===== src/design/ttrd_pkg.sv =====
`timescale 1ns / 1ps
`default_nettype none

package ttrd_pkg;

   // width of the unwrapped time and of the running overflow offset
   localparam int TimeWidth = 64;

   localparam int RecordWidth  = 32;
   localparam int ChannelWidth = 7;
   localparam int DelayWidth   = 28;
   localparam int MarkerWidth  = 12;

   // wrap constants per format
   localparam logic [TimeWidth-1:0] Wrap2chT2  = TimeWidth'(210698240);
   localparam logic [TimeWidth-1:0] Wrap2chT3  = TimeWidth'(65536);
   localparam logic [TimeWidth-1:0] WrapMcT2V1 = TimeWidth'(33552000);
   localparam logic [TimeWidth-1:0] WrapMcT2V2 = TimeWidth'(33554432);
   localparam logic [TimeWidth-1:0] WrapMcT3   = TimeWidth'(1024);

   // log2 of the counted overflow steps
   localparam int McT2Shift = 25;
   localparam int McT3Shift = 10;

   localparam logic [5:0] McOverflowChannel = 6'h3F;
   localparam logic [3:0] TwoChSpecial      = 4'hF;
   localparam logic [3:0] TwoChMaxChannel   = 4'd4;
   localparam logic [5:0] McMaxMarker       = 6'd15;

   typedef enum logic [1:0] {
      FMT_2CH_T2 = 2'd0,
      FMT_2CH_T3 = 2'd1,
      FMT_MC_T2  = 2'd2,
      FMT_MC_T3  = 2'd3
   } format_type;

   typedef enum logic [1:0] {
      KIND_PHOTON   = 2'd0,
      KIND_MARKER   = 2'd1,
      KIND_OVERFLOW = 2'd2,
      KIND_IGNORED  = 2'd3
   } kind_type;

   typedef enum logic {
      CSR_RECORD_FORMAT  = 1'b0,
      CSR_FORMAT_VERSION = 1'b1
   } csr_index_type;

   localparam logic [1:0] VersionOne    = 2'd1;
   localparam logic [1:0] ResetVersion  = 2'd2;

   // decoded view of one record
   typedef struct packed {
      kind_type                 kind;
      logic [ChannelWidth-1:0]  channel;
      logic [TimeWidth-1:0]     addend;
      logic                     is_overflow;
      logic                     use_tag;
      logic [DelayWidth-1:0]    delay;
      logic [MarkerWidth-1:0]   marker;
      logic                     illegal;
   } decode_type;

endpackage

`default_nettype wire


===== src/design/ttrd_decode.sv =====
`timescale 1ns / 1ps
`default_nettype none

module ttrd_decode (
   input  wire logic [ttrd_pkg::RecordWidth-1:0] record,
   input  wire logic [1:0]                       record_format,
   input  wire logic [1:0]                       format_version,
   output ttrd_pkg::decode_type                  dec
);

   logic [3:0]  ch4;
   logic [5:0]  ch6;
   logic        special;
   logic        version_one;
   logic [27:0] t28;
   logic [11:0] dt12;
   logic [15:0] ns16;
   logic [24:0] t25;
   logic [14:0] dt15;
   logic [9:0]  ns10;
   logic        mc_marker;

   assign ch4         = record[31:28];
   assign ch6         = record[30:25];
   assign special     = record[31];
   assign version_one = (format_version == ttrd_pkg::VersionOne);
   assign t28         = record[27:0];
   assign dt12        = record[27:16];
   assign ns16        = record[15:0];
   assign t25         = record[24:0];
   assign dt15        = record[24:10];
   assign ns10        = record[9:0];
   assign mc_marker   = (ch6 != 6'd0) && (ch6 <= ttrd_pkg::McMaxMarker);

   always_comb begin
      dec             = '0;
      dec.kind        = ttrd_pkg::KIND_IGNORED;
      case (ttrd_pkg::format_type'(record_format))
         ttrd_pkg::FMT_2CH_T2: begin
            if (ch4 == ttrd_pkg::TwoChSpecial) begin
               if (t28[3:0] == 4'd0) begin
                  dec.kind        = ttrd_pkg::KIND_OVERFLOW;
                  dec.is_overflow = 1'b1;
                  dec.use_tag     = 1'b1;
                  dec.addend      = ttrd_pkg::Wrap2chT2;
               end else begin
                  dec.kind    = ttrd_pkg::KIND_MARKER;
                  dec.use_tag = 1'b1;
                  dec.addend  = ttrd_pkg::TimeWidth'(t28);
                  dec.marker  = ttrd_pkg::MarkerWidth'(t28[3:0]);
               end
            end else if (ch4 > ttrd_pkg::TwoChMaxChannel) begin
               dec.illegal = 1'b1;
            end else begin
               dec.kind    = ttrd_pkg::KIND_PHOTON;
               dec.channel = ttrd_pkg::ChannelWidth'(ch4);
               dec.use_tag = 1'b1;
               dec.addend  = ttrd_pkg::TimeWidth'(t28);
               dec.delay   = t28;
            end
         end
         ttrd_pkg::FMT_2CH_T3: begin
            if (ch4 == ttrd_pkg::TwoChSpecial) begin
               if (dt12 == 12'd0) begin
                  dec.kind        = ttrd_pkg::KIND_OVERFLOW;
                  dec.is_overflow = 1'b1;
                  dec.use_tag     = 1'b1;
                  dec.addend      = ttrd_pkg::Wrap2chT3;
               end else begin
                  dec.kind    = ttrd_pkg::KIND_MARKER;
                  dec.use_tag = 1'b1;
                  dec.addend  = ttrd_pkg::TimeWidth'(ns16);
                  dec.marker  = dt12;
               end
            end else begin
               dec.illegal = (ch4 == 4'd0) || (ch4 > ttrd_pkg::TwoChMaxChannel);
               dec.kind    = ttrd_pkg::KIND_PHOTON;
               dec.channel = ttrd_pkg::ChannelWidth'(ch4);
               dec.use_tag = 1'b1;
               dec.addend  = ttrd_pkg::TimeWidth'(ns16);
               dec.delay   = ttrd_pkg::DelayWidth'(dt12);
            end
         end
         ttrd_pkg::FMT_MC_T2: begin
            if (special) begin
               if (ch6 == ttrd_pkg::McOverflowChannel) begin
                  dec.kind        = ttrd_pkg::KIND_OVERFLOW;
                  dec.is_overflow = 1'b1;
                  dec.use_tag     = 1'b1;
                  if (version_one) begin
                     dec.addend = ttrd_pkg::WrapMcT2V1;
                  end else if (t25 == 25'd0) begin
                     dec.addend = ttrd_pkg::WrapMcT2V2;
                  end else begin
                     dec.addend = ttrd_pkg::TimeWidth'(t25) << ttrd_pkg::McT2Shift;
                  end
               end else if (mc_marker) begin
                  dec.kind    = ttrd_pkg::KIND_MARKER;
                  dec.use_tag = 1'b1;
                  dec.addend  = ttrd_pkg::TimeWidth'(t25);
                  dec.marker  = ttrd_pkg::MarkerWidth'(ch6);
               end else if (ch6 == 6'd0) begin
                  // sync record
                  dec.kind    = ttrd_pkg::KIND_PHOTON;
                  dec.use_tag = 1'b1;
                  dec.addend  = ttrd_pkg::TimeWidth'(t25);
               end
            end else begin
               dec.kind    = ttrd_pkg::KIND_PHOTON;
               dec.channel = ttrd_pkg::ChannelWidth'(ch6) + ttrd_pkg::ChannelWidth'(1);
               dec.use_tag = 1'b1;
               dec.addend  = ttrd_pkg::TimeWidth'(t25);
            end
         end
         ttrd_pkg::FMT_MC_T3: begin
            if (special) begin
               if (ch6 == ttrd_pkg::McOverflowChannel) begin
                  dec.kind        = ttrd_pkg::KIND_OVERFLOW;
                  dec.is_overflow = 1'b1;
                  dec.use_tag     = 1'b1;
                  if ((ns10 == 10'd0) || version_one) begin
                     dec.addend = ttrd_pkg::WrapMcT3;
                  end else begin
                     dec.addend = ttrd_pkg::TimeWidth'(ns10) << ttrd_pkg::McT3Shift;
                  end
               end else if (mc_marker) begin
                  dec.kind    = ttrd_pkg::KIND_MARKER;
                  dec.use_tag = 1'b1;
                  dec.addend  = ttrd_pkg::TimeWidth'(ns10);
                  dec.marker  = ttrd_pkg::MarkerWidth'(ch6);
               end
            end else begin
               dec.kind    = ttrd_pkg::KIND_PHOTON;
               dec.channel = ttrd_pkg::ChannelWidth'(ch6);
               dec.use_tag = 1'b1;
               dec.addend  = ttrd_pkg::TimeWidth'(ns10);
               dec.delay   = ttrd_pkg::DelayWidth'(dt15);
            end
         end
         default: begin
            dec.kind = ttrd_pkg::KIND_IGNORED;
         end
      endcase
   end

endmodule

`default_nettype wire


===== src/design/ttrd_accum.sv =====
`timescale 1ns / 1ps
`default_nettype none

module ttrd_accum (
   input  wire logic                            clock,
   input  wire logic                            reset,
   input  wire logic                            update,
   input  wire logic [ttrd_pkg::TimeWidth-1:0]  addend,
   output logic      [ttrd_pkg::TimeWidth-1:0]  sum
);

   logic [ttrd_pkg::TimeWidth-1:0] offset_ff;

   // one adder serves both the unwrapped tag and the offset update
   assign sum = offset_ff + addend;

   always_ff @(posedge clock) begin
      if (reset) begin
         offset_ff <= '0;
      end else if (update) begin
         offset_ff <= sum;
      end
   end

endmodule

`default_nettype wire


===== src/design/time_tag_record_decoder.sv =====
`timescale 1ns / 1ps
`default_nettype none

// time tag record decoder
// request channel: req_valid / req_ready with one 32-bit raw record per
// transaction; response channel: rsp_valid / rsp_ready with one decoded
// result (kind, channel, unwrapped time tag, delay, marker bits, illegal
// channel flag) per transaction, in record order
// csr port: csr_write_enable with csr_index 0 = record format, 1 = format
// version; write only while no transaction is in flight
// a record accepted into the input register passes through decode and a
// single 64-bit add between the input and result registers; rsp_valid
// rises when the record is written into the result register
// throughput: one record per cycle while the receiver does not stall; the
// overflow offset update is the only loop and closes through that one adder
// reset clears the overflow offset, both pipeline valids, and sets the
// format to multi-channel T3, version 2
// when the receiver stalls the result register holds and the input register
// still takes one more record; after that req_ready drops until rsp_ready
module time_tag_record_decoder (
   input  wire logic                                 clock,
   input  wire logic                                 reset,
   // request channel
   input  wire logic                                 req_valid,
   output logic                                      req_ready,
   input  wire logic [ttrd_pkg::RecordWidth-1:0]     req_record,
   // response channel
   output logic                                      rsp_valid,
   input  wire logic                                 rsp_ready,
   output logic      [1:0]                           rsp_event_kind,
   output logic      [ttrd_pkg::ChannelWidth-1:0]    rsp_channel,
   output logic      [ttrd_pkg::TimeWidth-1:0]       rsp_time_tag,
   output logic      [ttrd_pkg::DelayWidth-1:0]      rsp_delay_time,
   output logic      [ttrd_pkg::MarkerWidth-1:0]     rsp_marker_bits,
   output logic                                      rsp_illegal_channel,
   // configuration port
   input  wire logic                                 csr_write_enable,
   input  wire logic                                 csr_index,
   input  wire logic [1:0]                           csr_write_data
);

   // configuration registers
   logic [1:0] format_ff;
   logic [1:0] version_ff;

   // input register
   logic                             rec_valid_ff;
   logic [ttrd_pkg::RecordWidth-1:0] rec_ff;

   // result register
   logic                              out_valid_ff;
   ttrd_pkg::kind_type                kind_ff;
   logic [ttrd_pkg::ChannelWidth-1:0] channel_ff;
   logic [ttrd_pkg::TimeWidth-1:0]    tag_ff;
   logic [ttrd_pkg::DelayWidth-1:0]   delay_ff;
   logic [ttrd_pkg::MarkerWidth-1:0]  marker_ff;
   logic                              illegal_ff;

   ttrd_pkg::decode_type           dec;
   logic [ttrd_pkg::TimeWidth-1:0] sum;
   logic                           advance;
   logic [ttrd_pkg::TimeWidth-1:0] tag_in;

   // the record moves into the result register when that register is free
   // or is being emptied this cycle
   assign advance   = rec_valid_ff && (!out_valid_ff || rsp_ready);
   assign req_ready = !rec_valid_ff || advance;

   always_ff @(posedge clock) begin
      if (reset) begin
         format_ff  <= ttrd_pkg::FMT_MC_T3;
         version_ff <= ttrd_pkg::ResetVersion;
      end else if (csr_write_enable) begin
         case (ttrd_pkg::csr_index_type'(csr_index))
            ttrd_pkg::CSR_RECORD_FORMAT:  format_ff  <= csr_write_data;
            ttrd_pkg::CSR_FORMAT_VERSION: version_ff <= csr_write_data;
            default: format_ff <= format_ff;
         endcase
      end
   end

   always_ff @(posedge clock) begin
      if (reset) begin
         rec_valid_ff <= 1'b0;
      end else if (req_ready) begin
         rec_valid_ff <= req_valid;
      end
   end

   always_ff @(posedge clock) begin
      if (req_valid && req_ready) begin
         rec_ff <= req_record;
      end
   end

   ttrd_decode u_decode (
      .record         (rec_ff),
      .record_format  (format_ff),
      .format_version (version_ff),
      .dec            (dec)
   );

   // offset only moves on an overflow record that leaves the input register
   ttrd_accum u_accum (
      .clock  (clock),
      .reset  (reset),
      .update (advance && dec.is_overflow),
      .addend (dec.addend),
      .sum    (sum)
   );

   // dropped and ignored records report a zero tag
   assign tag_in = dec.use_tag ? sum : '0;

   always_ff @(posedge clock) begin
      if (reset) begin
         out_valid_ff <= 1'b0;
      end else if (advance) begin
         out_valid_ff <= 1'b1;
      end else if (rsp_ready) begin
         out_valid_ff <= 1'b0;
      end
   end

   always_ff @(posedge clock) begin
      if (advance) begin
         kind_ff    <= dec.kind;
         channel_ff <= dec.channel;
         tag_ff     <= tag_in;
         delay_ff   <= dec.delay;
         marker_ff  <= dec.marker;
         illegal_ff <= dec.illegal;
      end
   end

   assign rsp_valid           = out_valid_ff;
   assign rsp_event_kind      = kind_ff;
   assign rsp_channel         = channel_ff;
   assign rsp_time_tag        = tag_ff;
   assign rsp_delay_time      = delay_ff;
   assign rsp_marker_bits     = marker_ff;
   assign rsp_illegal_channel = illegal_ff;

endmodule

`default_nettype wire

===== config.mk =====
export PLATFORM = sky130hd
export DESIGN_NAME = time_tag_record_decoder
export DESIGN_NICKNAME = d
export VERILOG_FILES = /design/src/design/ttrd_pkg.sv /design/src/design/ttrd_decode.sv /design/src/design/ttrd_accum.sv /design/src/design/time_tag_record_decoder.sv
export SDC_FILE = /design/constraint.sdc
export NUM_CORES = 1
export LEC_CHECK = 0
export BUFFER_PORTS_ARGS = -buffer_cell sky130_fd_sc_hd__clkbuf_2
export CAP_MARGIN = 40
export CORE_MARGIN = 2
export CORE_UTILIZATION = 51
export CTS_CLUSTER_DIAMETER = 40
export DETAILED_ROUTE_END_ITERATION = 10
export GPL_TIMING_DRIVEN = 0
export HOLD_SLACK_MARGIN = 0.02
export PLACE_DENSITY = 0.7
export SYNTH_ARGS = -nofsm -noshare
export SYNTH_HDL_FRONTEND = slang
export SYNTH_SLANG_ARGS = --single-unit

===== constraint.sdc =====
create_clock -name clock -period 8.7 [get_ports clock]
set_input_delay 0 -clock clock [delete_from_list [all_inputs] [get_ports clock]]
set_output_delay 0 -clock clock [all_outputs]
set_load 0.05 [all_outputs]

==> impl_metrics.py <==
metrics = {
    "placement": {
        "place_area_mm2": 0.0136,
        "place_congestion": 1.00,
        "numPortBuffers": 154,
        "dpl.hpwl_mm": 28.4,
    },
    "power_and_ir_drop": {
        "ir_drop_v": 0.000141,
        "p_leak_uw": 0.00632,
        "p_per_area_mw_per_mm2": 188,
        "total_power_uw": 2860,
    },
    "global_routing": {
        "antenna_found_initial": 0,
        "overflow": 0,
        "grt_usage_pct": 30.6,
        "grt_max_degree": 36,
        "grt_pass1_vias": 10800,
        "grt_pass1_wl_mm": 60.6,
    },
    "sta": {
        "fmax_mhz": 172,
        "setup_viol": 0,
        "maxSlewViolCount": 0,
        "clock_skew_ns": 0.0199,
        "layout_min_cycle_time_ns": 5.83,
        "slew_headroom_pct": 39.8,
        "fin_crit_sh_pct": 67.0,
        "finalHoldViolCount": 0,
        "worst_slew_pin_slew_ns": 0.903,
        "rsz0062_at_grt": "no",
    },
    "die": {
        "ioPinCount": 156,
        "core_mm2": 0.0236,
        "rows": 56,
        "start_util_pct": 52.3,
        "die_x_um": 160,
        "die_area_mm2": 0.0255,
        "die_y_um": 160,
    },
    "routing": {
        "drt_pre_antenna_iters": 6,
        "wl_per_cell_um": 20.8,
        "via_per_inst": 5.87,
        "drt_wl_total_mm": 39.6,
        "via_count": 11200,
        "drc": 0,
        "postRouteAntennaNets": 0,
        "drt_iter0_markers": 1321,
    },
    "logic_synthesis": {
        "yosysTopAreaCell": "edfxtp_1",
        "ys_async_sr_fraction_pct": 0,
        "synth_top_flop_cell": "edfxtp_1",
        "synth.ff_latch_count": 216,
        "syn-num-nets": 1412,
        "synth_seq_area_share_pct": 46.9,
        "ys_types": 76,
        "synth_area_per_cell_um2": 9.36,
        "yosysMostFrequentCell": "nor2_1",
        "syn_area_mm2": 0.0123,
        "synth-edff-count": 146,
        "synthTopCellsByArea": "edfxtp_1, dfxtp_1, ha_1",
        "synth_top_area_share_pct": 35.5,
        "ys_warn_count": 0,
        "synth_cells": 1319,
        "synth_common_cells": "nor2_1, edfxtp_1, nand2_1",
    },
    "critical_path": {
        "path_cells": "nor4_1 -> nand3_1 -> or4_4 -> o21ai_0 -> mux2i_1 -> nor2_1 -> nor2b_1 -> ha_1 -> fa_1 -> a21oi_1 -> o211ai_1 -> a211oi_1 -> a21oi_4 -> o211ai_2 -> nand3_2 -> nand2_2 -> buf_6 -> buf_2 -> o21ai_0 -> a21oi_1",
        "crit_fanout": 10,
        "crit_slowest_cell": "edfxtp_1",
        "crit_cells": 20,
        "critPathMaxStageDelay_ns": 0.69,
        "worst-setup-path-type": "flop to flop",
        "cp.arrival_ns": 6.16,
        "critPathCaptureType": "flop",
        "worstRegToRegCells": 20,
        "critPathTopFamily": "compound AO/OA/AOI/OAI gates",
        "crit_buf_inv": 2,
        "required_ns": 9.03,
        "start_kind": "flop",
    },
    "clocking": {
        "cts_buffers": 35,
        "max-clock-path-buffers": 3,
        "root_buffer": "clkbuf_16",
        "clk_pin_slew_worst_paths_ns": 0.06,
        "cts_sinks": 216,
        "cts_tree": "yes",
        "h-tree-depth": 2,
        "cts_resized": 0,
        "clock_latency_ns": 0.51,
        "post_cts_buffers": 0,
    },
    "flow_run": {
        "drv_cap": 0,
    },
    "layout": {
        "finalNetCount": 1651,
        "fillers": 2044,
        "drive_gt1_share_pct": 16.1,
        "syn_to_final_growth_pct": 23.5,
        "final_area_mm2": 0.0152,
        "antenna_cells": 0,
    },
    "hold_path": {
        "min_path_type": "primary input to flop",
        "worstHoldPathCells": 3,
    },
    "outcome": {
        "status": "complete, no violations",
    },
}
[worst register-to-register path: stages, from the launching register on]
cell,delay [ns]
edfxtp_1,0.69
nor4_1,0.37
nand3_1,0.14
or4_4,0.50
o21ai_0,0.28
mux2i_1,0.17
nor2_1,0.29
nor2b_1,0.09
ha_1,0.26
fa_1,0.44
a21oi_1,0.27
o211ai_1,0.22
a211oi_1,0.39
a21oi_4,0.13
o211ai_2,0.33
nand3_2,0.23
nand2_2,0.13
buf_6,0.14
buf_2,0.25
o21ai_0,0.13
a21oi_1,0.19
[timing repair]
action	CTS	global route
hold buffers	43	0
hold endpoints to repair	38	0
endpoints found under the setup margin	0	0
[power breakdown]
group / switching, uW / total, uW / internal (uW)
Combinational: 193 / 267 / 74.2
Clock: 512 / 1430 / 914
Sequential: 35.9 / 1170 / 1130
[per-layer routing]
layer | up-vias | part of all wire, % | routed length (um) | global-route usage, %
met1 | 5226 | 42 | 16600 | 41.4
met5 | - | 0 | 0 | 0
li1 | 5288 | - | - | -
met3 | 113 | 9.0 | 3550 | 5.68
met2 | 545 | 45 | 17900 | 48.0
met4 | 0 | 4.2 | 1660 | 13.4
[final timing paths]
path,endpoint,slack (ns),start
max,rsp_time_tag[62]$_SDFFCE_PN0P_,2.87,rec_ff[21]$_DFFE_PP_
min,u_accum.offset_ff[53]$_SDFFE_PP0P_,0.06,reset
max reg2reg,rsp_time_tag[62]$_SDFFCE_PN0P_,2.87,rec_ff[21]$_DFFE_PP_
min reg2reg,version_ff[1]$_SDFFE_PP1P_,0.45,version_ff[1]$_SDFFE_PP1P_
[flip-flops by register name (all words and copies together) (netlist names), 2 cells and up]
register,flops
rsp_event_kind,2
rsp_marker_bits,12
rsp_channel,7
u_accum.offset_ff,64
rsp_delay_time,28
rec_ff,32
version_ff,2
rsp_time_tag,64
format_ff,2
[metrics by stage]
step                util [%]  setup slack (ns)  TNS, ns  std cells  hold WS [ns]
detailed placement      57.6              3.06        0       1797         0.179
CTS                     64.6              3.00        0       1902        0.0310
floorplan                  -              1.19        0       1319        0.0989
finish                  64.6              2.87        0       1902        0.0589
global placement        57.2             -1.82   -91.18       1792         0.177
global route            64.6              2.55        0       1902         0.108
[cell usage in the layout (no fill, tap or decap), types with 10 or more instances in the layout]
cell	count
o21a_1	11
or4_1	10
nor2_1	172
and2_1	52
a211oi_1	17
clkbuf_2	154
edfxtp_1	146
o21ai_0	72
xor2_1	22
dlygate4sd3_1	43
dfxtp_1	70
nand4_1	22
o211ai_1	10
nor2b_1	29
clkbuf_16	35
a222oi_1	16
and3_1	19
nand2_1	119
a21oi_1	106
xnor2_1	33
nor3_1	20
a21o_1	35
nand3b_1	10
ha_1	52
inv_1	40
clkbuf_1	57
nand3_1	34
[cell type report]
| type | count | area [um^2] | share of cell area [%] |
|---|---|---|---|
| buffer | 71 | 308 | 2.02 |
| clock buffer | 40 | 905 | 5.93 |
| clock inverter | 22 | 302 | 1.98 |
| inverter | 40 | 150 | 0.985 |
| multi-input combinational | 992 | 6110 | 40.1 |
| sequential | 216 | 5790 | 38.0 |
| tap | 319 | 399 | 2.62 |
| timing repair buffer | 202 | 1290 | 8.45 |
[kinds of logic after synthesis]
kind of cell | Yosys count | synth area share [%]
simple gates | 532 | 21.2
compound gates | 345 | 18.3
flops | 216 | 46.9
buf+inv | 111 | 3.71
xor+xnor | 55 | 3.90
fa+ha+maj | 53 | 5.43
mux | 7 | 0.588
(Power assumes the default switching activity.)
